--- src/sv/assert_macros.svh ---
// ----------------------------------------------------------------------------
// Assertion macros
// Shared forms for the concurrent checks of the heap sort block.
// ----------------------------------------------------------------------------
`ifndef ASSERT_MACROS_SVH
`define ASSERT_MACROS_SVH

// property holds at every clock edge out of reset
`define HSR_ASSERT(label, prop, msg) \
  label: assert property (@(posedge clk) disable iff (!rst_n) (prop)) else $error(msg);

// pre at one edge implies post at the next
`define HSR_ASSERT_NEXT(label, pre, post, msg) \
  label: assert property (@(posedge clk) disable iff (!rst_n) (pre) |=> (post)) else $error(msg);

`endif

--- src/sv/hsr_ram.sv ---
// ----------------------------------------------------------------------------
// hsr_ram
// Generic memory, one write port and two read ports with registered data.
// ----------------------------------------------------------------------------
module hsr_ram #(
  parameter int WIDTH = 8,
  parameter int DEPTH = 16,
  parameter int AW    = $clog2(DEPTH)
) (
  input  logic             clk,
  input  logic             we,
  input  logic [AW-1:0]    waddr,
  input  logic [WIDTH-1:0] wdata,
  input  logic [AW-1:0]    raddr_a,
  input  logic [AW-1:0]    raddr_b,
  output logic [WIDTH-1:0] rdata_a,
  output logic [WIDTH-1:0] rdata_b
);

  logic [WIDTH-1:0] mem [DEPTH];

  always_ff @(posedge clk) begin
    if (we) begin
      mem[waddr] <= wdata;
    end
    rdata_a <= mem[raddr_a];
    rdata_b <= mem[raddr_b];
  end

endmodule

--- config.mk ---
export PLATFORM = sky130hd
export DESIGN_NAME = hsr_ram
export DESIGN_NICKNAME = d
export VERILOG_FILES = /design/src/sv/assert_macros.svh /design/src/sv/hsr_ram.sv
export SDC_FILE = /design/constraint.sdc
export NUM_CORES = 1
export LEC_CHECK = 0
export ABC_AREA = 1
export BUFFER_PORTS_ARGS = -buffer_cell sky130_fd_sc_hd__buf_2
export CORE_MARGIN = 2
export CORE_UTILIZATION = 30
export DETAILED_ROUTE_END_ITERATION = 8
export PLACE_DENSITY_LB_ADDON = 0.3
export SYNTH_ARGS = -nofsm -noshare
export SYNTH_HDL_FRONTEND = slang
export SYNTH_SLANG_ARGS = --single-unit
--- constraint.sdc ---
create_clock -name clk -period 2.2 [get_ports clk]
set_input_delay 0 -clock clk [delete_from_list [all_inputs] [get_ports clk]]
set_output_delay 0 -clock clk [all_outputs]
set_load 0.005 [all_outputs]
==> results.py <==
metrics = {
    "status": {
        "result_of_the_run": "finished, final reports clean",
    },
    "logic_synthesis": {
        "post_synth_top_area_cell": "edfxtp_1",
        "postSynthRegisterBits": 144,
        "ys_types": 13,
        "synth_flop_cell": "edfxtp_1",
        "synth-edff-count": 128,
        "synthTopCellsByCount": "nand2_1 (277), nand3_1 (225), inv_1 (134), edfxtp_1 (128), buf_2 (26)",
        "synth.most_common_cell": "nand2_1",
        "synth_warnings": 0,
        "ys_seq_area_share_pct": 57.4,
        "async_reset_ff_share_pct": 0,
        "synth_top_cell_area_share_pct": 52.9,
        "mappedNetlistArea_um2": 7260,
        "syn_area_per_cell_um2": 8.53,
        "synth.area.top_cells": "edfxtp_1 (53%), nand3_1 (16%), nand2_1 (14%), inv_1 (6.9%), dfxtp_1 (4.4%)",
        "postSynthCellCount": 851,
        "syn-num-nets": 873,
    },
    "timing": {
        "worst_max_slew_pin_slew_ns": 0.832,
        "timing.final.hold_violations": 0,
        "rsz0062_at_grt": "false",
        "finalClockSkew_ns": 0.00841,
        "timing.final.crit_share_pct": 51.4,
        "setup_viol": 0,
        "clock.fmax_mhz": 884,
        "timing.final.max_slew_violations": 0,
        "fin_ws_ns": 1.07,
        "slew_headroom_pct": 44.3,
        "finalSetupTns_ns": 0,
        "final_period_minus_worst_setup_slack_ns": 1.13,
    },
    "final_layout": {
        "synthToLayoutAreaGrowth_pct": 14.2,
        "post-route-util_pct": 35.1,
        "fill_cells": 2438,
        "final_net_count": 906,
        "antenna_diode_instance_count": 0,
        "drive_gt1_share_pct": 9.60,
    },
    "pwr": {
        "design_power_total_mw": 6.40,
        "irDropWorstVdd_mv": 0.528,
        "internal_power_mw": 4.79,
        "pwr-share-seq_pct": 48.3,
        "power.combinational.fraction_pct": 9.8,
        "p_leak_nw": 3.67,
        "power_switching_mw": 1.61,
        "power_switching_share_pct": 25.1,
        "power-per-cell-area_nw_per_um2": 772,
        "power_frac_clock_pct": 41.9,
    },
    "place": {
        "placement.setup.worst_slack_ns": 0.757,
        "hpwl_um": 13900,
        "io_buf_count": 37,
        "globalplace.congestion": 0.877,
    },
    "detailed_routing": {
        "detail_route.drc_violations": 0,
        "antenna_violating_nets_post_route": 0,
        "vias": 5898,
        "dr.first_iter.drc_count": 644,
        "post_drt_wl_per_cell_um": 18.4,
        "wirelength_um": 22400,
        "drt-pass1-iter-count": 5,
        "avgViaCountPerCell": 4.85,
    },
    "grt": {
        "total_grt_overflow": 0,
        "gr-usage-all-layers_pct": 18.1,
        "first_global_vias": 5609,
        "grt_max_degree": 65,
        "first_pass_grt_wire_length_um": 34300,
        "antenna_found_initial": 0,
    },
    "floorplanning": {
        "boundaryPins": 38,
        "dieHeight_um": 160,
        "placement_rows": 56,
        "initial_util_pct": 30.7,
        "fp.dieW_um": 160,
        "fp.dieArea_um2": 25500,
        "core_um2": 23600,
    },
    "critical_path": {
        "endpoint_kind": "flip-flop",
        "criticalPathCategory": "flip-flop to flip-flop",
        "critical_path.startpoint_type": "flip-flop",
        "path_max_fanout": 2,
        "critPathRequiredTime_ns": 2.52,
        "worst_ep_arrival_time_ns": 1.45,
    },
    "cts": {
        "ctsHtreeMaxLevel": 4,
        "insertion_delay_ns": 0.43,
        "cts_tree": "done",
        "clockBufferDepth": 2,
        "postCtsResizedCells": 0,
        "cts.repair_timing.setup_buffer_count": 0,
        "clk_transition_reported_paths_ns": 0.06,
        "cts-hold-fix-buffers": 8,
        "ctsRootBufferMaster": "clkbuf_16",
        "cts_sinks": 144,
        "numCtsBuffers": 17,
    },
    "flow_run": {
        "drv.max_cap_violation_count": 0,
    },
    "min_path": {
        "timing.hold.worst.class": "input port to flip-flop",
    },
}
==> state kept, by name, summed over array words and instances (netlist names) <==
name	count
rdata_a	8
rdata_b	8
mem	128
==> final timing paths <==
path	startpoint	endpoint	slack, ns	cells after the start
worst max-delay path	mem[1][0]	rdata_b[0]	1.07	6
worst min-delay path	wdata[5]	mem[3][5]	0.01	1
worst max register to register	mem[1][0]	rdata_b[0]	1.07	6
worst min register to register	mem[11][1]	rdata_a[1]	0.67	6
==> cells by family after synthesis <==
family	Yosys count	synth area share [%]
and+or+nand+nor	521	30.9
buffers and inverters	186	11.7
DFF	144	57.4
==> power by group through the flow <==
stage | registers, mW | logic (mW) | clock network (mW)
after floorplan | 3.14 | 0.385 | 0
final | 3.09 | 0.626 | 2.68
after detailed placement | 3.15 | 0.611 | 0
after CTS | 3.09 | 0.624 | 2.72
after global routing | 3.10 | 0.692 | 2.84
after global placement | 3.15 | 0.605 | 0
==> layer usage <==
layer  vias up  track usage [%]  share of wire [%]
met5         -                0                  0
met4         0             6.78                2.4
met3        33             3.96                7.3
met2       268             27.6                 45
met1      2792             25.3                 45
li1       2805                -                  -
==> final cells by class <==
class                           count  area, um^2  share of cell area (%)
Sequential cell                   144        4160                    50.2
Multi-Input combinational cell    521        2240                    27.1
Inverter                          138         518                    6.25
Clock buffer                       18         429                    5.18
Timing Repair Buffer               62         418                    5.04
Tap cell                          319         399                    4.82
Clock inverter                     13         116                    1.40
==> through the flow <==
step                area [um^2]  cells  hold WS (ns)
global placement           7660   1176         0.383
CTS                        8290   1215       0.00568
detailed placement         7660   1176         0.377
global route               8290   1215        0.0176
floorplan                  7260    851        0.0989
finish                     8290   1215        0.0117
==> layout by cell type (no fill, tap or decap) <==
cell	count
clkinv_1	2
nor2_1	17
dlygate4sd3_1	8
edfxtp_1	128
buf_4	15
clkinv_4	3
dfxtp_1	16
inv_2	4
clkbuf_1	1
nand3_1	225
clkbuf_16	17
nand3b_1	2
clkinvlp_4	4
inv_1	134
nand2_1	277
clkinv_2	1
bufinv_16	1
inv_6	2
buf_2	37
buf_12	2
==> worst max-delay path, cell delays in order (launching register included) <==
cell and delay (ns):
edfxtp_1 0.36, inv_1 0.15, nand2_1 0.07, nand3_1 0.11
nand3_1 0.10, nand3_1 0.17, nand2_1 0.07
(Power assumes the default switching activity.)
