==> src/sv/assert_macros.svh <==
// ----------------------------------------------------------------------------
// Assertion macros
// Shared forms for the concurrent checks of the heap sort block.
// ----------------------------------------------------------------------------
`ifndef ASSERT_MACROS_SVH
`define ASSERT_MACROS_SVH

// property holds at every clock edge out of reset
`define HSR_ASSERT(label, prop, msg) \
  label: assert property (@(posedge clk) disable iff (!rst_n) (prop)) else $error(msg);

// pre at one edge implies post at the next
`define HSR_ASSERT_NEXT(label, pre, post, msg) \
  label: assert property (@(posedge clk) disable iff (!rst_n) (pre) |=> (post)) else $error(msg);

`endif

==> src/sv/hsr_pkg.sv <==
// ----------------------------------------------------------------------------
// hsr_pkg
// Constants, types and state codes of the heap sort records unit.
// ----------------------------------------------------------------------------
package hsr_pkg;

  localparam int MAX_RECORDS = 64;
  localparam int ADDR_W      = $clog2(MAX_RECORDS);
  localparam int CNT_W       = $clog2(MAX_RECORDS + 1);
  localparam int CHILD_W     = ADDR_W + 2;
  localparam int KEY_W       = 64;
  localparam int RATING_W    = 16;
  localparam int DIST_W      = 24;
  localparam int ID_W        = 6;
  localparam int MODE_W      = 2;

  localparam logic [CNT_W-1:0]  MAX_CNT     = CNT_W'(MAX_RECORDS);
  localparam logic [MODE_W-1:0] MODE_NAME   = 2'd0;
  localparam logic [MODE_W-1:0] MODE_RATING = 2'd1;
  localparam logic [MODE_W-1:0] MODE_DIST   = 2'd2;

  typedef struct packed {
    logic [KEY_W-1:0] key;
    logic [ID_W-1:0]  id;
  } entry_t;

  localparam int ENTRY_W = $bits(entry_t);

  typedef struct packed {
    logic              we;
    logic [ADDR_W-1:0] waddr;
    entry_t            wdata;
    logic [ADDR_W-1:0] raddr_a;
    logic [ADDR_W-1:0] raddr_b;
  } ram_req_t;

  typedef struct packed {
    logic [KEY_W-1:0] a;
    logic [KEY_W-1:0] b;
  } cmp_req_t;

  typedef struct packed {
    logic             load;
    logic [ID_W-1:0]  id;
    logic [KEY_W-1:0] key;
    logic             eor;
  } emit_t;

  typedef enum logic [2:0] {
    ST_IDLE,
    ST_UP_RD,
    ST_UP_CMP,
    ST_EX_RD,
    ST_EX_EMIT,
    ST_DN_RD,
    ST_DN_CL,
    ST_DN_CR
  } state_t;

endpackage

==> src/sv/hsr_cmp.sv <==
// ----------------------------------------------------------------------------
// hsr_cmp
// Shared key compare: true when key a ranks strictly before key b.
// ----------------------------------------------------------------------------
module hsr_cmp (
  input  logic [hsr_pkg::MODE_W-1:0] mode,
  input  hsr_pkg::cmp_req_t          req,
  output logic                       a_first
);

  always_comb begin
    case (mode)
      hsr_pkg::MODE_RATING: a_first = (req.a > req.b);
      default:              a_first = (req.a < req.b);
    endcase
  end

endmodule

==> config.mk <==
export PLATFORM = sky130hd
export DESIGN_NAME = hsr_cmp
export DESIGN_NICKNAME = d
export VERILOG_FILES = /design/src/sv/assert_macros.svh /design/src/sv/hsr_pkg.sv /design/src/sv/hsr_cmp.sv
export SDC_FILE = /design/constraint.sdc
export NUM_CORES = 1
export LEC_CHECK = 0
export ABC_AREA = 1
export BUFFER_PORTS_ARGS = -buffer_cell sky130_fd_sc_hd__buf_2
export CORE_MARGIN = 8
export CORE_UTILIZATION = 42
export DETAILED_ROUTE_END_ITERATION = 10
export GPL_TIMING_DRIVEN = 0
export PLACE_DENSITY = 0.83
export SLEW_MARGIN = 0
export SYNTH_ARGS = -nofsm -noshare
export SYNTH_HDL_FRONTEND = slang
export SYNTH_SLANG_ARGS = --single-unit
export TNS_END_PERCENT = 10
==> constraint.sdc <==
create_clock -name vclk -period 5
set_input_delay 1 -clock vclk [all_inputs]
set_output_delay 1 -clock vclk [all_outputs]
set_load 0.01 [all_outputs]
==> flow_metrics.env <==
export IMPL_synth_warnings=0
export IMPL_grt_usage_pct=13.73
export IMPL_synth_adder_area_share_pct=44.32
export IMPL_max_slew_margin_pct=87.62
export IMPL_crit_path_end_kind="output pin"
export IMPL_syn_avg_cell_area_sq_um=5.924
export IMPL_area_growth_syn_to_layout_pct=39.89
export IMPL_min_path_type="primary input to output pin"
export IMPL_synth_cells=305
export IMPL_fillerInstances=407
export IMPL_dpl_hpwl_um=4843
export IMPL_setup_ws_ns=1.535
export IMPL_period_share_pct=69.29
export IMPL_synth_compound_area_share_pct=9.557
export IMPL_p_sw_share_pct=48.39
export IMPL_hold_end="a_first"
export IMPL_hold_buffers=0
export IMPL_dp_slack_ns=1.530
export IMPL_coreArea_sq_mm=0.004234
export IMPL_min_from="mode[1]"
export IMPL_ant_nets=0
export IMPL_hold_path_cell_count=6
export IMPL_grt_max_degree=4
export IMPL_portBuffers=131
export IMPL_cts_repair_resize_count=0
export IMPL_layout_cells_non_filler=488
export IMPL_setup_viol=0
export IMPL_insertedDiodeCount=0
export IMPL_regArea_sq_um=0
export IMPL_rows=24
export IMPL_crit_path_start_kind="primary input"
export IMPL_antenna_found_initial=0
export IMPL_synth_nets=499
export IMPL_gp_congestion=0.7514
export IMPL_synth_simple_area_share_pct=27.84
export IMPL_worst_pin_slew_ns=0.1851
export IMPL_fmax_mhz=288.6
export IMPL_layout_drive_gt1_share_pct=31.42
export IMPL_dpl_cell_area_sq_mm=0.002527
export IMPL_drt_iter0_markers=18
export IMPL_grt_overflow=0
export IMPL_maxCapViolations=0
export IMPL_fp_dieH_um=81.59
export IMPL_critical_path_class="primary input to output pin"
export IMPL_finalSetupTns_ns=0
export IMPL_critical_path_slowest_cell="ha_1"
export IMPL_vias_per_cell=4.484
export IMPL_die_area_sq_mm=0.006656
export IMPL_synth_area_mux_share_pct=0
export IMPL_drv_slew=0
export IMPL_via_count=2188
export IMPL_num_clock_buffers=0
export IMPL_cp_arrival_ns=2.46
export IMPL_syn_cell_area_sq_mm=0.001807
export IMPL_start_util_pct=42.67
export IMPL_wl_per_cell_um=10.17
export IMPL_io_pins=131
export IMPL_synth_xor_area_share_pct=0
export IMPL_synth_top_family_by_area="adder cells"
export IMPL_comb_power_share_pct=100.0
export IMPL_cts_setup_buffers=0
export IMPL_p_per_area_mw_per_mm2=68.84
export IMPL_power_switching_mw=0.08420
export IMPL_first_pass_iters=4
export IMPL_power_mw=0.1740
export IMPL_drc=0
export IMPL_grt_pass1_vias=2152
export IMPL_crit_buf_inv=4
export IMPL_rsz0062_at_grt="no"
export IMPL_vdd_ir_drop_max_v=0.00003081
export IMPL_place_inst=488
export IMPL_fin_area_sq_mm=0.002527
export IMPL_pwr_share_seq_pct=0
export IMPL_wl_um=4965
export IMPL_min_period_ns=3.465
export IMPL_cpPeakStageDelay_ns=0.29
export IMPL_crit_chain="buf_2, inv_1, ha_1, nand2_1, nor2_1, nand2_1, nor2_2, nand2_1, nor2_2, nand3b_1, nand2_1, inv_1, nor2_1, nor2_1, buf_2"
export IMPL_crit_family="simple AND/OR/NAND/NOR gates"
export IMPL_synth_cell_types=16
export IMPL_critPathRequiredTime_ns=4.00
export IMPL_nNetsFinal=632
export IMPL_path_common_cell="nand2_1"
export IMPL_hold_violations=0
export IMPL_path_max_fanout=2
export IMPL_seq_area_frac_synth_pct=0
export IMPL_seq_cell_count=0
export IMPL_grt_pass1_wl_um=7962
export IMPL_internal_power_mw=0.08979
export IMPL_status="finished clean"
export IMPL_fp_dieW_um=81.59
export IMPL_clockPowerShare_pct=0
export IMPL_fin_hold_ws_ns=2.441
export IMPL_final_util_pct=59.69
export IMPL_total_leakage_power_nw=1.805
==> layout by cell type, fill, tap and decap left out <==
| cell type | Yosys | final |
|---|---|---|
| o21a_1 | 1 | 1 |
| a21o_1 | 4 | 4 |
| and2_1 | 1 | 1 |
| nand3_2 | 1 | 1 |
| ha_1 | 64 | 64 |
| nor3_1 | 2 | 2 |
| nand4_1 | 5 | 5 |
| nand2_1 | 80 | 80 |
| buf_2 | 0 | 131 |
| o21ai_0 | 3 | 3 |
| nand3_1 | 4 | 4 |
| inv_1 | 88 | 88 |
| nor3_2 | 1 | 1 |
| nor2_2 | 4 | 4 |
| nor2_1 | 22 | 22 |
| nand3b_1 | 1 | 1 |
| a21oi_1 | 24 | 24 |
==> power groups by stage <==
stage               Clock (mW)  Sequential, mW  Combinational [mW]
floorplan                    0               0               0.103
global placement             0               0               0.169
detailed placement           0               0               0.176
CTS                          0               0               0.177
global route                 0               0               0.206
finish                       0               0               0.174
==> cell families (layout without fill, tap and decap cells) <==
logic type               Yosys count  after routing
buffers and inverters             88            219
adder cells (fa/ha/maj)           64             64
AO/OA/AOI/OAI                     32             32
AND/OR/NAND/NOR                  121            121
==> synthesized netlist by cell type <==
cell / count / area [sq um]
inv_1: 88 / 330.3
nand2_1: 80 / 300.3
ha_1: 64 / 800.8
a21oi_1: 24 / 120.1
nor2_1: 22 / 82.58
nand4_1: 5 / 31.28
a21o_1: 4 / 30.03
nand3_1: 4 / 20.02
nor2_2: 4 / 25.02
o21ai_0: 3 / 15.01
nor3_1: 2 / 10.01
and2_1: 1 / 6.260
nand3_2: 1 / 10.01
nand3b_1: 1 / 7.510
nor3_2: 1 / 10.01
o21a_1: 1 / 7.510
==> layer usage <==
layer,vias up,part of all wire [%],track usage (%)
li1,1208,-,-
met1,909,38,14.06
met2,67,53,28.80
met3,4,8.5,2.298
met4,0,0.52,1.053
met5,-,0,0
==> worst max path at each step <==
stage                     slack (ns)  startpoint  endpoint  depth (start not counted)
final                           1.54     req[55]   a_first                         15
after global routing            1.35     req[59]   a_first                         15
after CTS                       1.51     req[55]   a_first                         15
after detailed placement        1.53     req[55]   a_first                         15
after global placement          1.53     req[55]   a_first                         15
after floorplan                 1.83     req[63]   a_first                         12
==> area by class of cell <==
type	count	area, sq um	area share [%]
Multi-Input combinational cell	217	1476	58.42
Inverter	88	330.3	13.07
Timing Repair Buffer	131	655.6	25.94
Tap cell	52	65.06	2.574
(Power assumes the default switching activity.)
