[src/sv/assert_macros.svh]
// ----------------------------------------------------------------------------
// Assertion macros
// Shared forms for the concurrent checks of the heap sort block.
// ----------------------------------------------------------------------------
`ifndef ASSERT_MACROS_SVH
`define ASSERT_MACROS_SVH

// property holds at every clock edge out of reset
`define HSR_ASSERT(label, prop, msg) \
  label: assert property (@(posedge clk) disable iff (!rst_n) (prop)) else $error(msg);

// pre at one edge implies post at the next
`define HSR_ASSERT_NEXT(label, pre, post, msg) \
  label: assert property (@(posedge clk) disable iff (!rst_n) (pre) |=> (post)) else $error(msg);

`endif

[src/sv/hsr_pkg.sv]
// ----------------------------------------------------------------------------
// hsr_pkg
// Constants, types and state codes of the heap sort records unit.
// ----------------------------------------------------------------------------
package hsr_pkg;

  localparam int MAX_RECORDS = 64;
  localparam int ADDR_W      = $clog2(MAX_RECORDS);
  localparam int CNT_W       = $clog2(MAX_RECORDS + 1);
  localparam int CHILD_W     = ADDR_W + 2;
  localparam int KEY_W       = 64;
  localparam int RATING_W    = 16;
  localparam int DIST_W      = 24;
  localparam int ID_W        = 6;
  localparam int MODE_W      = 2;

  localparam logic [CNT_W-1:0]  MAX_CNT     = CNT_W'(MAX_RECORDS);
  localparam logic [MODE_W-1:0] MODE_NAME   = 2'd0;
  localparam logic [MODE_W-1:0] MODE_RATING = 2'd1;
  localparam logic [MODE_W-1:0] MODE_DIST   = 2'd2;

  typedef struct packed {
    logic [KEY_W-1:0] key;
    logic [ID_W-1:0]  id;
  } entry_t;

  localparam int ENTRY_W = $bits(entry_t);

  typedef struct packed {
    logic              we;
    logic [ADDR_W-1:0] waddr;
    entry_t            wdata;
    logic [ADDR_W-1:0] raddr_a;
    logic [ADDR_W-1:0] raddr_b;
  } ram_req_t;

  typedef struct packed {
    logic [KEY_W-1:0] a;
    logic [KEY_W-1:0] b;
  } cmp_req_t;

  typedef struct packed {
    logic             load;
    logic [ID_W-1:0]  id;
    logic [KEY_W-1:0] key;
    logic             eor;
  } emit_t;

  typedef enum logic [2:0] {
    ST_IDLE,
    ST_UP_RD,
    ST_UP_CMP,
    ST_EX_RD,
    ST_EX_EMIT,
    ST_DN_RD,
    ST_DN_CL,
    ST_DN_CR
  } state_t;

endpackage

[src/sv/hsr_seq.sv]
// ----------------------------------------------------------------------------
// hsr_seq
// Sequencer: sift-up on load, root extraction and sift-down on the final item.
// ----------------------------------------------------------------------------
`include "assert_macros.svh"

module hsr_seq (
  input  logic                         clk,
  input  logic                         rst_n,
  input  logic                         in_valid,
  output logic                         in_stall,
  input  logic [hsr_pkg::KEY_W-1:0]    in_name_key,
  input  logic [hsr_pkg::RATING_W-1:0] in_rating,
  input  logic [hsr_pkg::DIST_W-1:0]   in_distance,
  input  logic [hsr_pkg::ID_W-1:0]     in_record_id,
  input  logic                         in_final_record,
  input  logic [hsr_pkg::MODE_W-1:0]   mode,
  output hsr_pkg::ram_req_t            ram_req,
  input  hsr_pkg::entry_t              rdata_a,
  input  hsr_pkg::entry_t              rdata_b,
  output hsr_pkg::cmp_req_t            cmp_req,
  input  logic                         a_first,
  input  logic                         out_free,
  output hsr_pkg::emit_t               emit
);

  hsr_pkg::state_t                  state_r, state_nxt;
  logic [hsr_pkg::CNT_W-1:0]        count_r, count_nxt;
  logic [hsr_pkg::ADDR_W-1:0]       pos_r, pos_nxt;
  hsr_pkg::entry_t                  cur_r, cur_nxt;
  logic                             final_r, final_nxt;
  logic                             sel_l_r, sel_l_nxt;

  logic                             accept;
  logic                             room;
  logic [hsr_pkg::KEY_W-1:0]        in_key;
  logic [hsr_pkg::ADDR_W-1:0]       parent;
  logic [hsr_pkg::CHILD_W-1:0]      left_idx;
  logic [hsr_pkg::CHILD_W-1:0]      right_idx;
  logic                             left_ok;
  logic                             right_ok;
  logic                             take_r;

  assign accept    = in_valid && (state_r == hsr_pkg::ST_IDLE);
  assign room      = (count_r < hsr_pkg::MAX_CNT);
  assign parent    = hsr_pkg::ADDR_W'((pos_r - hsr_pkg::ADDR_W'(1)) >> 1);
  assign left_idx  = {1'b0, pos_r, 1'b1};
  assign right_idx = left_idx + hsr_pkg::CHILD_W'(1);
  assign left_ok   = (left_idx < hsr_pkg::CHILD_W'(count_r));
  assign right_ok  = (right_idx < hsr_pkg::CHILD_W'(count_r));
  assign take_r    = right_ok && a_first;

  always_comb begin
    case (mode)
      hsr_pkg::MODE_RATING: in_key = hsr_pkg::KEY_W'(in_rating);
      hsr_pkg::MODE_DIST:   in_key = hsr_pkg::KEY_W'(in_distance);
      default:              in_key = in_name_key;
    endcase
  end

  // next state
  always_comb begin
    state_nxt = state_r;
    case (state_r)
      hsr_pkg::ST_IDLE: begin
        if (accept) begin
          if (room) begin
            state_nxt = hsr_pkg::ST_UP_RD;
          end else if (in_final_record) begin
            state_nxt = hsr_pkg::ST_EX_RD;
          end
        end
      end
      hsr_pkg::ST_UP_RD: begin
        if (pos_r == '0) begin
          state_nxt = final_r ? hsr_pkg::ST_EX_RD : hsr_pkg::ST_IDLE;
        end else begin
          state_nxt = hsr_pkg::ST_UP_CMP;
        end
      end
      hsr_pkg::ST_UP_CMP: begin
        if (a_first) begin
          state_nxt = hsr_pkg::ST_UP_RD;
        end else begin
          state_nxt = final_r ? hsr_pkg::ST_EX_RD : hsr_pkg::ST_IDLE;
        end
      end
      hsr_pkg::ST_EX_RD: begin
        state_nxt = (count_r == '0) ? hsr_pkg::ST_IDLE : hsr_pkg::ST_EX_EMIT;
      end
      hsr_pkg::ST_EX_EMIT: begin
        if (out_free) begin
          state_nxt = hsr_pkg::ST_DN_RD;
        end
      end
      hsr_pkg::ST_DN_RD: begin
        state_nxt = left_ok ? hsr_pkg::ST_DN_CL : hsr_pkg::ST_EX_RD;
      end
      hsr_pkg::ST_DN_CL: begin
        state_nxt = hsr_pkg::ST_DN_CR;
      end
      hsr_pkg::ST_DN_CR: begin
        state_nxt = (take_r || sel_l_r) ? hsr_pkg::ST_DN_RD : hsr_pkg::ST_EX_RD;
      end
      default: begin
        state_nxt = hsr_pkg::ST_IDLE;
      end
    endcase
  end

  // outputs
  always_comb begin
    in_stall        = (state_r != hsr_pkg::ST_IDLE);
    ram_req.we      = 1'b0;
    ram_req.waddr   = pos_r;
    ram_req.wdata   = cur_r;
    ram_req.raddr_a = parent;
    ram_req.raddr_b = parent;
    cmp_req.a       = cur_r.key;
    cmp_req.b       = rdata_a.key;
    emit.load       = 1'b0;
    emit.id         = rdata_a.id;
    emit.key        = rdata_a.key;
    emit.eor        = (count_r == hsr_pkg::CNT_W'(1));
    case (state_r)
      hsr_pkg::ST_UP_RD: begin
        ram_req.we = (pos_r == '0);
      end
      hsr_pkg::ST_UP_CMP: begin
        ram_req.we    = 1'b1;
        ram_req.wdata = a_first ? rdata_a : cur_r;
      end
      hsr_pkg::ST_EX_RD, hsr_pkg::ST_EX_EMIT: begin
        ram_req.raddr_a = '0;
        ram_req.raddr_b = hsr_pkg::ADDR_W'(count_r - hsr_pkg::CNT_W'(1));
        emit.load       = (state_r == hsr_pkg::ST_EX_EMIT) && out_free;
      end
      hsr_pkg::ST_DN_RD: begin
        ram_req.we      = !left_ok;
        ram_req.raddr_a = hsr_pkg::ADDR_W'(left_idx);
        ram_req.raddr_b = hsr_pkg::ADDR_W'(right_idx);
      end
      hsr_pkg::ST_DN_CL: begin
        ram_req.raddr_a = hsr_pkg::ADDR_W'(left_idx);
        ram_req.raddr_b = hsr_pkg::ADDR_W'(right_idx);
        cmp_req.a       = rdata_a.key;
        cmp_req.b       = cur_r.key;
      end
      hsr_pkg::ST_DN_CR: begin
        ram_req.we      = 1'b1;
        ram_req.raddr_a = hsr_pkg::ADDR_W'(left_idx);
        ram_req.raddr_b = hsr_pkg::ADDR_W'(right_idx);
        cmp_req.a       = rdata_b.key;
        cmp_req.b       = sel_l_r ? rdata_a.key : cur_r.key;
        if (take_r) begin
          ram_req.wdata = rdata_b;
        end else if (sel_l_r) begin
          ram_req.wdata = rdata_a;
        end
      end
      default: begin
      end
    endcase
  end

  // datapath next values
  always_comb begin
    count_nxt = count_r;
    pos_nxt   = pos_r;
    cur_nxt   = cur_r;
    final_nxt = final_r;
    sel_l_nxt = sel_l_r;
    case (state_r)
      hsr_pkg::ST_IDLE: begin
        if (accept) begin
          cur_nxt.key = in_key;
          cur_nxt.id  = in_record_id;
          pos_nxt     = hsr_pkg::ADDR_W'(count_r);
          final_nxt   = in_final_record;
        end
      end
      hsr_pkg::ST_UP_RD: begin
        if (pos_r == '0) begin
          count_nxt = count_r + hsr_pkg::CNT_W'(1);
        end
      end
      hsr_pkg::ST_UP_CMP: begin
        if (a_first) begin
          pos_nxt = parent;
        end else begin
          count_nxt = count_r + hsr_pkg::CNT_W'(1);
        end
      end
      hsr_pkg::ST_EX_EMIT: begin
        if (out_free) begin
          cur_nxt   = rdata_b;
          count_nxt = count_r - hsr_pkg::CNT_W'(1);
          pos_nxt   = '0;
        end
      end
      hsr_pkg::ST_DN_CL: begin
        sel_l_nxt = a_first;
      end
      hsr_pkg::ST_DN_CR: begin
        if (take_r) begin
          pos_nxt = hsr_pkg::ADDR_W'(right_idx);
        end else if (sel_l_r) begin
          pos_nxt = hsr_pkg::ADDR_W'(left_idx);
        end
      end
      default: begin
      end
    endcase
  end

  always_ff @(posedge clk) begin
    if (!rst_n) begin
      state_r <= hsr_pkg::ST_IDLE;
      count_r <= '0;
    end else begin
      state_r <= state_nxt;
      count_r <= count_nxt;
    end
  end

  always_ff @(posedge clk) begin
    pos_r   <= pos_nxt;
    cur_r   <= cur_nxt;
    final_r <= final_nxt;
    sel_l_r <= sel_l_nxt;
  end

  `HSR_ASSERT(a_count_bound, count_r <= hsr_pkg::MAX_CNT, "record count beyond store depth")
  `HSR_ASSERT(a_emit_nonempty, !emit.load || (count_r != '0), "emit from an empty heap")
  `HSR_ASSERT_NEXT(a_emit_then_sift, emit.load, state_r == hsr_pkg::ST_DN_RD, "no sift after emit")
  `HSR_ASSERT(a_up_not_root, (state_r != hsr_pkg::ST_UP_CMP) || (pos_r != '0), "sift-up past root")
  `HSR_ASSERT(a_dn_child_ok, (state_r != hsr_pkg::ST_DN_CL) || left_ok, "child read beyond heap")

endmodule

[config.mk]
export PLATFORM = sky130hd
export DESIGN_NAME = hsr_seq
export DESIGN_NICKNAME = d
export VERILOG_FILES = /design/src/sv/hsr_pkg.sv /design/src/sv/hsr_seq.sv
export VERILOG_INCLUDE_DIRS = /design/src /design/src/sv
export SDC_FILE = /design/constraint.sdc
export NUM_CORES = 1
export LEC_CHECK = 0
export ABC_CLOCK_PERIOD_IN_PS = 9800
export BUFFER_PORTS_ARGS = -buffer_cell sky130_fd_sc_hd__buf_2
export CAP_MARGIN = 20
export CORE_AREA = 2 2 216 218
export DETAILED_ROUTE_END_ITERATION = 10
export DIE_AREA = 0 0 218 220
export PLACE_DENSITY = 0.57
export SETUP_SLACK_MARGIN = 0.15
export SLEW_MARGIN = 10
export SYNTH_ARGS = -nofsm -noshare
export SYNTH_HDL_FRONTEND = slang
export SYNTH_SLANG_ARGS = --single-unit
[constraint.sdc]
create_clock -name clk -period 9.8 [get_ports clk]
set_input_delay 0.49 -clock clk [delete_from_list [all_inputs] [get_ports clk]]
set_output_delay 0.49 -clock clk [all_outputs]
set_load 0.05 [all_outputs]
==> impl_summary.md, run 1 <==
GRT
In the global route stage, met3 resource usage came out at 0.0413. The met1 track utilization from global routing is 0.229. The maximum number of pins on one net before global-route repair is just over 80. The initial antenna violation count is 7. After global routing, the most crowded layer is met2.

The global router's overall resource usage is 0.183. The global-route wire length before repair is around 67 mm. The number of global-route vias before repair is ~11k. In the global route stage, met2 resource usage came out at 0.297. The total overflow reported by the global router is 0.

Placement
At the end of routability-driven placement, the weighted congestion stood at about 0.9. The number of port buffers is between 500 and 600. The placed wire-length estimate is 34.3 mm. The worst setup slack before clock tree synthesis is 4920 ps.

Drt
Before antenna repair, the detailed router went through 5 iterations. After detailed routing, the total wire length is about 47 mm. The detail route stage leaves a number of antenna-violating nets equal to 0. After detailed routing, the number of vias per cell comes to about 5.1. The number of remaining DRC errors is 0. The detailed router finished its first iteration with about 780 violations. The average wire per standard cell is ~20 um. The overall via count from detail_route is approximately 12k.

Timing
The headroom to the max-slew limit is 0.240. The number of failing hold endpoints at the final stage is 0. Setup violations remaining at the end of the flow were counted as 0. The time the final worst path needs with I/O delays and setup is about 5300 ps. The worst clock skew is 6.31 ps. Of the available clock period, the critical path in the final layout requires 0.544. The maximum clock rate is between 150 and 200 MHz. Setup repair after global routing left no endpoint under its margin. The number of slew-limit violations in the final report came to 0.

Across all setup checks in the final design, the least slack found is between 4000 and 5000 ps. At the pin with the least slew margin, the transition time is around 1100 ps. In the final timing run, aggregate negative setup slack is 0 ps.

Synthesis
Synthesis produced a netlist with a net count of roughly 1.6k. Averaged over all synthesized cells, the footprint is a little over 8 um2. Counting flops with a built-in enable in the synthesized netlist gives 78.

For this run, the leading register cell type out of synthesis is sky130_fd_sc_hd__edfxtp_1. The number of warnings printed during yosys synthesis is 0. The distinct cell type count of the synthesized netlist is 53. In this run the cell area of the synthesized design comes to around 0.010 mm2. The synthesized-area fraction occupied by and/or/nand/nor cells is 0.148. Counting flops with an async set or reset pin after synthesis yields a share of 0. Of the synthesized area, sequential elements account for 0.243. After synthesis, the share of cell area in mux cells is 0.276.

The post-synthesis adder-cell area fraction is 0.0239. Of the total synthesized cell area, the portion taken by XOR and XNOR cells is 0.0151. The compound-gate portion of the synthesized area is 0.192. The combinational family with the most area after synthesis is multiplexers. After technology mapping, the gate count stands at ~1.3k. Counting flops and latches in the post-synthesis netlist gives between 80 and 90.

Cells and area
In the final design database the tool counted 1957 nets. From synthesis to final layout, the design area changed by 29.0%. The share of final-layout standard cells stronger than drive strength 1 is 0.433.

Worst setup path
The most critical setup path has its startpoint at pos_r[0]. The register-to-register setup slack is about 5500 ps. The maximum fanout encountered on the critical timing path is 40. Data on the critical path is required at its endpoint by 9310 ps. STA classifies the critical path endpoint as an output pin. Traced cell by cell, the critical path runs through ha_1, nand3_1, xnor2_1, ha_1, a21oi_1, nor2b_1, or4_4, a21oi_4, buf_4, buf_4, mux2i_1, o21ai_0, buf_2.

The cell with the biggest individual delay on the critical path is sky130_fd_sc_hd__buf_4. The worst setup path is launched from a flop. The worst setup path is of the reg2out kind.

The worst register-to-register path begins at pos_r[0]. The maximum single-stage delay on the critical path is roughly 760 ps. The critical path data arrival time is just under 5000 ps.

Hold path
The class of the tightest hold or removal check is in2reg. The start point of the worst min-delay path is in_final_record.

Clocking
TritonCTS built the clock tree. The clock latency on the worst-skew pair is about 370 ps. The maximum count of clock buffers along a single path is 2. After clock tree synthesis, the clock-pin slew on the worst setup and hold paths is roughly 70 ps. The number of setup buffers added after CTS is 0. The number of hold buffers added after CTS was 0. The root buffer cell chosen for the clock tree is sky130_fd_sc_hd__clkbuf_16.

The clock sink total is between 80 and 90. The number of gates resized after cts is 0. The number of buffers created by CTS is 9.

The H-tree depth reported by CTS is 3.

Floorplanning
The overall die area is ~0.048 mm2. The floorplan step defined a core boundary enclosing about 0.046 mm2. The die is about 220 um tall.

The I/O pin total is about 550. The die extent in x is 218 um. For this configuration, the core starts out at a cell density of 0.228. In this run the core area contains around 80 standard-cell rows.

Power
The worst IR drop on VDD is between 150 and 200 uV. The analysis attributes to cell leakage a power of 0.00597 uW. Power spread over the standard cell area amounts to around 190 mW/mm2.

Outcome
The flow ran to the end, and the final reports show no timing, DRC or antenna violations.

Job
Max-cap violations in this run came to 0.
cell type report:
class | instances | area [um2]
clock inverters | 2 | 13.8
fillers | 5018 | 32400
flip-flops and latches | 88 | 2550
multi-input cells | 1000 | 6910
clock buffers | 14 | 318
inverters | 17 | 63.8
well taps | 607 | 759
diodes | 7 | 17.5
repair buffers | 563 | 2860
layer usage:
layer | vias to the layer above | wire, um
met3 | 69 | 3370
met2 | 587 | 22200
met5 | - | 0
met1 | 5554 | 19600
li1 | 5411 | -
met4 | 0 | 1390
state kept, by name (all words and copies together), names as in the netlist:
signal,flops
sel_l_r,1
count_r,7
state_r,3
final_r,1
pos_r,6
cur_r,70
power by group:
group	switching [uW]	internal (uW)	total, uW	leakage, uW
registers	93.8	495	589	0.000845
clock network	172	226	398	0.000164
logic	1100	434	1530	0.00497
cells by family after synthesis:
| logic type | count (synthesis) |
|---|---|
| AND/OR/NAND/NOR | 363 |
| AO/OA/AOI/OAI | 328 |
| multiplexers | 271 |
| buffers and inverters | 195 |
| flip-flops | 88 |
| adder cells (fa/ha/maj) | 20 |
| XOR/XNOR | 18 |
cells in the mapped netlist (4+ instances only):
cell type / count / area (um2)
sky130_fd_sc_hd__buf_2: 11 / 55.1
sky130_fd_sc_hd__buf_1: 11 / 41.3
sky130_fd_sc_hd__o22ai_1: 5 / 31.3
sky130_fd_sc_hd__o21ai_0: 69 / 345
sky130_fd_sc_hd__inv_1: 15 / 56.3
sky130_fd_sc_hd__buf_4: 75 / 563
sky130_fd_sc_hd__a22oi_1: 87 / 653
sky130_fd_sc_hd__nand3_1: 48 / 240
sky130_fd_sc_hd__a21oi_1: 102 / 510
sky130_fd_sc_hd__nand2b_1: 4 / 25.0
sky130_fd_sc_hd__edfxtp_1: 78 / 2340
sky130_fd_sc_hd__clkbuf_1: 76 / 285
sky130_fd_sc_hd__nand2_1: 149 / 559
sky130_fd_sc_hd__ha_1: 20 / 250
sky130_fd_sc_hd__dfxtp_1: 10 / 200
sky130_fd_sc_hd__mux2i_1: 137 / 1370
sky130_fd_sc_hd__nor2_1: 123 / 462
sky130_fd_sc_hd__o211ai_1: 4 / 30.0
sky130_fd_sc_hd__and2_1: 4 / 25.0
sky130_fd_sc_hd__buf_6: 5 / 56.3
sky130_fd_sc_hd__nor2b_1: 7 / 43.8
sky130_fd_sc_hd__mux2_2: 134 / 1510
sky130_fd_sc_hd__nor3_1: 14 / 70.1
sky130_fd_sc_hd__a221oi_1: 9 / 78.8
sky130_fd_sc_hd__xnor2_1: 15 / 131
sky130_fd_sc_hd__o21ai_1: 30 / 150
cell usage in the layout, fill, tap and decap left out, drive strengths merged, types with 3 or more instances in the layout:
| cell type | count |
|---|---|
| ha | 20 |
| a21oi | 104 |
| or3 | 4 |
| nand3 | 48 |
| o22ai | 5 |
| a221oi | 9 |
| inv | 16 |
| nand2 | 149 |
| clkinv | 3 |
| nor2 | 123 |
| mux2i | 137 |
| xnor2 | 15 |
| buf | 562 |
| nor2b | 7 |
| edfxtp | 78 |
| xor2 | 3 |
| and2 | 4 |
| clkbuf | 15 |
| dfxtp | 10 |
| a21boi | 3 |
| nor3 | 15 |
| o211ai | 4 |
| and3 | 3 |
| a22oi | 87 |
| diode | 7 |
| o21ai | 99 |
| nand2b | 4 |
| mux2 | 134 |
stage by stage:
| stage | total power [uW] | std cells | utilization | hold WS, ps | instance area (um2) |
|---|---|---|---|---|---|
| after detailed placement | 2120 | 2274 | 0.286 | 528 | 13100 |
| after global routing | 2650 | 2298 | 0.294 | 269 | 13500 |
| after CTS | 2530 | 2290 | 0.293 | 259 | 13500 |
| final | 2520 | 2298 | 0.294 | 305 | 13500 |
| after global placement | 2110 | 2274 | 0.286 | 499 | 13100 |
| after floorplan | 1740 | 1283 | - | 478 | 10500 |
path summary, 6_finish.rpt:
kind	to	depth (start not counted)
setup reg to reg	pos_r[3]	12
hold / removal	final_r	1
hold reg to reg	count_r[5]	2
setup / recovery	ram_req[68]	13
worst max-delay path, delay by kind of cell (launching register included):
family / cells / cell delay (ps)
buffers and inverters: 3 / 1700
muxes: 1 / 160
DFF: 1 / 540
xor gates and xnor gates: 1 / 290
AOI/OAI and AO/OA: 3 / 500
and+or+nand+nor: 3 / 660
adders and majority gates: 2 / 580
Power figures use the tool's default switching activity.
==> run 2: changes to the inputs <==
--- a/config.mk
+++ b/config.mk
@@ -6,13 +6,13 @@
 export SDC_FILE = /design/constraint.sdc
 export NUM_CORES = 1
 export LEC_CHECK = 0
-export ABC_CLOCK_PERIOD_IN_PS = 9800
+export ABC_CLOCK_PERIOD_IN_PS = 4640
 export BUFFER_PORTS_ARGS = -buffer_cell sky130_fd_sc_hd__buf_2
 export CAP_MARGIN = 20
-export CORE_AREA = 2 2 216 218
+export CORE_AREA = 2 2 213 215
 export DETAILED_ROUTE_END_ITERATION = 10
-export DIE_AREA = 0 0 218 220
-export PLACE_DENSITY = 0.57
+export DIE_AREA = 0 0 215 217
+export PLACE_DENSITY = 0.6
 export SETUP_SLACK_MARGIN = 0.15
 export SLEW_MARGIN = 10
 export SYNTH_ARGS = -nofsm -noshare
==> constraint.sdc (replaced) <==
create_clock -name clk -period 4.64 [get_ports clk]
set_input_delay 0.232 -clock clk [delete_from_list [all_inputs] [get_ports clk]]
set_output_delay 0.232 -clock clk [all_outputs]
set_load 0.05 [all_outputs]
==> impl_summary.md, run 2 (same netlist as run 1, synthesis figures left out) <==
Drt
The average wire per standard cell is 20.4 um (was 20.3 um). The count of antenna-violating nets left after detailed routing is 0 (unchanged). The overall via count from detail_route came to 11.8k (was 11.6k). The via density per instance is 5.16 (was 5.06). The number of optimization iterations in the first detailed-route pass was 5 (unchanged).

The initial DRC count is 769 (was 776). The aggregate routed wire length came to 46.7 mm (was 46.6 mm). The number of remaining DRC errors is 0 (unchanged).

Clocking
The maximum count of clock buffers along a single path is 2 (unchanged). The clock latency on the worst-skew pair is 380 ps (was 370 ps). The H-tree depth reported by CTS is 3 (unchanged). The number of buffers created by CTS is 9 (unchanged). The clock sink total is 88 (unchanged). The number of setup buffers added after CTS was 0 (unchanged). The clock-pin slew on the worst setup and hold paths is 70 ps (about the same). The clock tree from TritonCTS was built (unchanged). The count of hold-fix buffers inserted at cts is 0 (unchanged). The number of gates resized after cts is 0 (unchanged). The clock tree root buffer cell was sky130_fd_sc_hd__clkbuf_16 (unchanged).

Outcome
Status: complete, no violations (unchanged).

Cells and area
The register name with the most flops was cur_r (unchanged). The net total in the final layout is 1960 (was 1957). Largest registers: cur_r: 70 flops, count_r: 7 flops, pos_r: 6 flops (unchanged). The post-route cell area is 0.0135 mm2 (about the same). The number of standard cells in the layout, taps in and fillers out is 2294 (was 2298).

Highest-count cells in the layout ignoring fill and taps: sky130_fd_sc_hd__buf_2, sky130_fd_sc_hd__nand2_1, sky130_fd_sc_hd__mux2i_1, sky130_fd_sc_hd__mux2_2, sky130_fd_sc_hd__nor2_1 (unchanged). The number of flip-flops in the largest register is 70 (unchanged). The number of filler instances in the final layout is 4880 (was 5018).

The layout overhead on the synthesized area was 29.3% (was 29.0%). The share of final-layout standard cells stronger than drive strength 1 came to 0.434 (was 0.433). The most common library cell in the layout ignoring fill and taps is sky130_fd_sc_hd__buf_2 (unchanged).

Timing
In the finished design, the share of the clock period the worst path needs comes to 0.883. The headroom to the max-slew limit is 0.258 (was 0.240). The number of failing setup endpoints in the final timing report is 0 (unchanged). The slew at the pin closest to its max-slew limit is 1110 ps (was 1140 ps).

The maximum clock rate is between 200 and 250 MHz. The smallest setup slack after layout is 543 ps (was 4470 ps). Unrepaired setup endpoints after global routing: false (unchanged). After layout, the minimum clock period comes to between 4000 and 5000 ps. The number of failing hold endpoints at the final stage was 0 (unchanged).

The number of slew-limit violations in the final report came to 0 (unchanged). The setup total negative slack is 0 ps (unchanged). The worst clock skew is 6.87 ps (was 6.31 ps).

GRT
The global-route wire length before repair came to 68.1 mm (was 66.8 mm). The total overflow reported by the global router is 0 (unchanged). The maximum number of pins on one net before global-route repair is 77 (was 82). The number of global-route vias before repair is 11.4k (was 11.0k). The initial antenna violation count is 11 (was 7).

The global router's overall resource usage is 0.189 (was 0.183).

Placement
The number of instances in the placed design is 2271 (was 2274). The number of port buffers was 547 (unchanged). The worst setup slack before clock tree synthesis came to 928 ps (was 4920 ps). The routability-driven placement congestion ratio is 0.914 (was 0.922).

The placed wire-length estimate is 34.2 mm (was 34.3 mm). The post-detailed-placement cell area is 0.0132 mm2 (was 0.0131 mm2).

Worst setup path
The element type at the critical path start is a flop (unchanged). The maximum fanout encountered on the critical timing path is 39 (was 40). The critical path start-end classification is reg2out (unchanged).

By instance count, the cell type seen most on the critical path is sky130_fd_sc_hd__ha_1. The number of buffer and inverter stages on the critical path was 2 (was 3). The worst reg2reg path depth is 5 (was 12). The cell with the biggest individual delay on the critical path was sky130_fd_sc_hd__edfxtp_1 (was sky130_fd_sc_hd__buf_4). The maximum single-stage delay on the critical path is 530 ps (was 760 ps). The critical path data arrival time came to 3860 ps (was 4840 ps). The cell family contributing the most delay on the critical path is simple AND/OR/NAND/NOR gates (was buffers and inverters). Ordered list of cells on the worst path: ha_1, nand3_1, xnor2_1, ha_1, a21oi_1, nor2b_1, or4_4, a21oi_4, buf_12, mux2i_1, o21ai_0, buf_2 (was ha_1, nand3_1, xnor2_1, ha_1, a21oi_1, nor2b_1, or4_4, a21oi_4, buf_4, buf_4, mux2i_1, o21ai_0, buf_2).

The critical path depth is 12 (was 13). The endpoint kind of the worst setup timing path is an output pin (unchanged). The data required time at the worst endpoint came to 4410 ps (was 9310 ps).

Hold path
The hold-critical path depth is 1 (unchanged). The class of the tightest hold or removal check is in2reg (unchanged).

Power
The cell leakage power is 0.00599 uW (was 0.00597 uW). The power per standard cell area was 393 mW/mm2 (was 187 mW/mm2). The worst IR drop on VDD is 346 uV (was 173 uV).

Floorplanning
The number of rows in the core area is 78 (was 79). The core area was 0.0447 mm2 (was 0.0459 mm2). The vertical extent of the die is 217 um (was 220 um). The overall die area is 0.0467 mm2 (was 0.0480 mm2). The starting density of the core is 0.234 (was 0.228). The die extent in x came to 215 um (was 218 um). The I/O pin total is 548 (unchanged).

Job
The number of max-cap violations came to 0 (unchanged).
==> run 2: worst reg2reg max path, delay by kind of cell (launching register included) <==
family | cells | cell delay [ps]
AOI/OAI and AO/OA | 1 | 140
and+or+nand+nor | 3 | 2010
DFF | 1 | 880
buffers and inverters | 1 | 210
==> run 2: final cells by class <==
type | instances | area (um2) | share of cell area
Sequential cell | 88 | 2550 | 0.188
Inverter | 17 | 63.8 | 0.00472
Clock inverter | 1 | 5.00 | 0.000370
Multi-Input combinational cell | 1000 | 6910 | 0.511
Tap cell | 600 | 751 | 0.0555
Timing Repair Buffer | 566 | 2920 | 0.216
Antenna cell | 7 | 17.5 | 0.00130
Clock buffer | 15 | 310 | 0.0230
==> run 2: final timing paths <==
| path | start | endpoint | slack (ps) |
|---|---|---|---|
| max reg2reg | state_r[2] | pos_r[0] | 1160 |
| min | in_final_record | final_r | 40 |
| max | pos_r[1] | ram_req[63] | 540 |
| min reg2reg | count_r[5] | count_r[5] | 540 |
==> run 2: metrics by stage <==
step / power [uW] / hold slack [ps] / util
4_1_cts: 5330 / 8.62 / 0.302
3_5_place_dp: 4490 / 432 / 0.295
3_3_place_gp: 4470 / 427 / 0.295
5_1_grt: 5560 / 33.7 / 0.302
6_report: 5310 / 41.4 / 0.302
2_1_floorplan: 3650 / 331 / -
==> run 2: power breakdown <==
part | leakage, uW | internal (uW) | switching (uW)
Combinational | 0.00499 | 930 | 2320
Clock | 0.000156 | 458 | 356
Sequential | 0.000845 | 1050 | 193
Total | 0.00599 | 2430 | 2870
==> run 2: per-layer routing <==
layer  share of wire  track usage  up-vias
li1                -            -     5428
met1            0.41        0.233     5700
met2            0.49        0.320      629
met3           0.069       0.0377       83
met4           0.029       0.0869        2
met5         0.00026            0        -
==> run 3: changes to the inputs <==
--- a/config.mk
+++ b/config.mk
@@ -6,12 +6,13 @@
 export SDC_FILE = /design/constraint.sdc
 export NUM_CORES = 1
 export LEC_CHECK = 0
+export ABC_AREA = 1
 export ABC_CLOCK_PERIOD_IN_PS = 4640
 export BUFFER_PORTS_ARGS = -buffer_cell sky130_fd_sc_hd__buf_2
 export CAP_MARGIN = 20
-export CORE_AREA = 2 2 213 215
+export CORE_AREA = 2 2 215 217
 export DETAILED_ROUTE_END_ITERATION = 10
-export DIE_AREA = 0 0 215 217
+export DIE_AREA = 0 0 217 219
 export PLACE_DENSITY = 0.6
 export SETUP_SLACK_MARGIN = 0.15
 export SLEW_MARGIN = 10
==> impl_summary.md, run 3 <==
Hold path
The class of the tightest hold or removal check is in2reg (unchanged). The start point of the worst min-delay path is in_final_record (unchanged). The hold-critical path depth came to 1 (unchanged). The hold path endpoint is final_r (unchanged).

Synthesis
The post-synthesis async set-or-reset flop share is 0 (unchanged). The synthesized net count is 2005 (was 1561). Cell types with the highest counts after synthesis: sky130_fd_sc_hd__nand2_1, sky130_fd_sc_hd__inv_1, sky130_fd_sc_hd__nand3_1 (was sky130_fd_sc_hd__nand2_1, sky130_fd_sc_hd__mux2i_1, sky130_fd_sc_hd__mux2_2). The distinct cell type count of the synthesized netlist is 36 (was 53).

The average size of a mapped cell is 6.15 um2 (was 8.14 um2). The count of flip-flops with a built-in enable after synthesis is 78 (unchanged). The number of warnings printed during yosys synthesis is 0 (unchanged). Largest cells by area after synthesis: sky130_fd_sc_hd__edfxtp_1, sky130_fd_sc_hd__nand2_1, sky130_fd_sc_hd__o221ai_1 (was sky130_fd_sc_hd__edfxtp_1, sky130_fd_sc_hd__mux2_2, sky130_fd_sc_hd__mux2i_1).

The count of state elements after synthesis is 88 (unchanged). The total standard cell area after synthesis is 0.0106 mm2 (was 0.0105 mm2). The post-synthesis cell type with the largest combined area is sky130_fd_sc_hd__edfxtp_1 (unchanged). The part of the Yosys area used for sequential elements was 0.240 (was 0.243). The most used flip-flop cell after synthesis is sky130_fd_sc_hd__edfxtp_1 (unchanged). The most common cell in the synthesized netlist was sky130_fd_sc_hd__nand2_1 (unchanged).

The fraction of post-synthesis cell area in the top cell type by area is 0.221 (was 0.224). The gate count after technology mapping came to 1727 (was 1283).

Timing
The number of failing setup endpoints in the final timing report is 0 (unchanged). The portion of the clock cycle consumed by the worst path in the final layout is 0.799 (was 0.883). The smallest setup slack after layout is 934 ps (was 543 ps).

Unrepaired setup endpoints after global routing: false (unchanged). The maximum clock rate is 270 MHz (was 244 MHz). The number of slew-limit violations in the final report is 0 (unchanged).

The setup total negative slack came to 0 ps (unchanged). The slew at the pin closest to its max-slew limit was 1040 ps (was 1110 ps). The worst clock skew is 9.12 ps (was 6.87 ps). The worst hold-check slack was 75.9 ps (was 41.4 ps).

The headroom to the max-slew limit is 0.306 (was 0.258). The time the final worst path needs with I/O delays and setup is 3710 ps (was 4100 ps). The number of failing hold endpoints at the final stage was 0 (unchanged).

Placement
The placed wire-length estimate came to 39.7 mm (was 34.2 mm). The worst setup slack before clock tree synthesis is 1360 ps (was 928 ps). The number of port buffers is 547 (unchanged).

The routability-driven placement congestion ratio was 0.979 (was 0.914).

Floorplanning
The overall die area is 0.0475 mm2 (was 0.0467 mm2). The number of rows in the core area is 78 (unchanged). The starting density of the core is 0.235 (was 0.234). The core area was 0.0451 mm2 (was 0.0447 mm2). The vertical extent of the die was 219 um (was 217 um). The I/O pin total is 548 (unchanged). The die extent in x is 217 um (was 215 um).

Worst setup path
The cell repeated most along the worst path was sky130_fd_sc_hd__nand2_1 (was sky130_fd_sc_hd__ha_1). The endpoint of the lowest-slack register-to-register path is pos_r[0] (unchanged). Ordered list of cells on the worst path: ha_1, nand3_2, xor2_1, inv_1, ha_1, nand2_1, nand2_1, nand3_1, nand2_1, inv_2, nand2_4, clkinv_2, buf_4, o21ai_0, nand3_1, buf_2 (was ha_1, nand3_1, xnor2_1, ha_1, a21oi_1, nor2b_1, or4_4, a21oi_4, buf_12, mux2i_1, o21ai_0, buf_2). The worst reg2reg path depth is 13 (was 5). The register-to-register setup slack came to 1710 ps (was 1160 ps). The origin of the critical flop-to-flop path is pos_r[0] (was state_r[2]). The critical path data arrival time was 3470 ps (was 3860 ps). The cell family contributing the most delay on the critical path is buffers and inverters (was simple AND/OR/NAND/NOR gates). The endpoint kind of the worst setup timing path is an output pin (unchanged). The number of buffer and inverter stages on the critical path is 5 (was 2). The cell with the biggest individual delay on the critical path is sky130_fd_sc_hd__edfxtp_1 (unchanged). The maximum fanout encountered on the critical timing path is 23 (was 39). The data required time at the worst endpoint is 4410 ps (about the same). The maximum single-stage delay on the critical path is 470 ps (was 530 ps).

The element type at the critical path start is a flop (unchanged). The critical path start-end classification is reg2out (unchanged).

GRT
The global router's overall resource usage is 0.214 (was 0.189). The total overflow reported by the global router came to 0 (unchanged). The maximum number of pins on one net before global-route repair is 84 (was 77).

The global-route wire length before repair is 77.4 mm (was 68.1 mm). The number of global-route vias before repair is 12.9k (was 11.4k). The initial antenna violation count is 8 (was 11).

Clocking
The clock-pin slew on the worst setup and hold paths came to 70 ps (about the same). The clock sink total came to 88 (unchanged). The number of gates resized after cts is 0 (unchanged). The count of hold-fix buffers inserted at cts came to 0 (unchanged).

The clock tree root buffer cell is sky130_fd_sc_hd__clkbuf_16 (unchanged). The clock latency on the worst-skew pair is 380 ps (about the same). The number of buffers created by CTS is 9 (unchanged). The clock tree from TritonCTS is built (unchanged). The number of setup buffers added after CTS is 0 (unchanged). The H-tree depth reported by CTS is 3 (unchanged). The maximum count of clock buffers along a single path came to 2 (unchanged).

Cells and area
The number of flip-flops in the largest register was 70 (unchanged). The flip-flop and latch area was 0.00254 mm2 (was 0.00255 mm2). Largest registers: cur_r: 70 flops, count_r: 7 flops, pos_r: 6 flops (unchanged).

The number of filler instances in the final layout is 5119 (was 4880). The register name with the most flops is cur_r (unchanged). The net total in the final layout came to 2393 (was 1960). Highest-count cells in the layout ignoring fill and taps: sky130_fd_sc_hd__nand2_1, sky130_fd_sc_hd__buf_2, sky130_fd_sc_hd__inv_1, sky130_fd_sc_hd__nand3_1, sky130_fd_sc_hd__o21ai_0 (was sky130_fd_sc_hd__buf_2, sky130_fd_sc_hd__nand2_1, sky130_fd_sc_hd__mux2i_1, sky130_fd_sc_hd__mux2_2, sky130_fd_sc_hd__nor2_1). The layout overhead on the synthesized area came to 28.1% (was 29.3%). The share of final-layout standard cells stronger than drive strength 1 came to 0.285 (was 0.434). The multi-input gate area in the final layout is 0.00620 mm2 (was 0.00691 mm2).

Drt
The average wire per standard cell came to 19.7 um (was 20.4 um). The via density per instance is 5.20 (was 5.16). The number of optimization iterations in the first detailed-route pass is 6 (was 5). The overall via count from detail_route is 14.2k (was 11.8k).

The initial DRC count came to 1587 (was 769). The number of remaining DRC errors is 0 (unchanged). The aggregate routed wire length is 53.8 mm (was 46.7 mm). The count of antenna-violating nets left after detailed routing came to 0 (unchanged).

Power
The power per standard cell area is 447 mW/mm2 (was 393 mW/mm2). The cell leakage power is 0.00693 uW (was 0.00599 uW). The worst IR drop on VDD came to 469 uV (was 346 uV).

Job
The number of max-cap violations was 0 (unchanged).

Outcome
Status: complete, no violations (unchanged).
==> run 3: cell count changes after synthesis, sizes merged, moves of 22 or more <==
cell / change
mux2: -134
o21ai: +96
buf: +36
nand3: +136
a22oi: -65
mux2i: -137
nand2: +402
nor2: -60
inv: +200
clkbuf: -22
a21oi: -63
o221ai: +105
==> run 3: how the worst max path moves through the flow <==
stage	from	depth (start not counted)	endpoint
5_1_grt	pos_r[0]	17	ram_req[41]
3_5_place_dp	pos_r[0]	16	ram_req[53]
6_report	pos_r[0]	16	ram_req[40]
4_1_cts	pos_r[0]	16	ram_req[53]
3_3_place_gp	pos_r[0]	16	ram_req[53]
2_1_floorplan	state_r[2]	3	cur_r[0]
==> run 3: power by group <==
part / switching [uW] / internal (uW) / total [uW]
clock: 361 / 543 / 904
combinational: 3080 / 888 / 3970
sequential: 131 / 1070 / 1200
==> run 3: layout make-up <==
cell class                 instances  share of cell area
timing repair buffer             569               0.215
sequential                        88               0.187
clock inverter                     3             0.00663
clock buffer                      13              0.0184
multi-input combinational       1231               0.456
tap                              600              0.0552
antenna                            5            0.000921
inverter                         216              0.0599
==> run 3: stage by stage <==
| stage | instance area [um2] | cells | utilization | power [uW] |
|---|---|---|---|---|
| finish | 13600 | 2725 | 0.301 | 6070 |
| global route | 13600 | 2723 | 0.301 | 6390 |
| CTS | 13600 | 2720 | 0.301 | 6080 |
| detailed placement | 13200 | 2704 | 0.294 | 5150 |
| global placement | 13200 | 2704 | 0.294 | 5140 |
| floorplan | 10600 | 1727 | - | 4110 |
==> run 3: cells by family (layout without fill, tap and decap cells) <==
family	Yosys count	count (layout)	synth area share
XOR/XNOR	14	14	0.0116
buffers and inverters	408	801	0.180
AND/OR/NAND/NOR	805	805	0.312
other	0	5	0
AO/OA/AOI/OAI	392	392	0.234
flip-flops	88	88	0.240
adder cells (fa/ha/maj)	20	20	0.0236
==> run 3: metal layers <==
layer,track usage,vias to the layer above,part of all wire
met5,0,-,0
met4,0.0717,0,0.024
met3,0.0365,89,0.090
met2,0.360,898,0.48
met1,0.275,6658,0.41
li1,-,6531,-
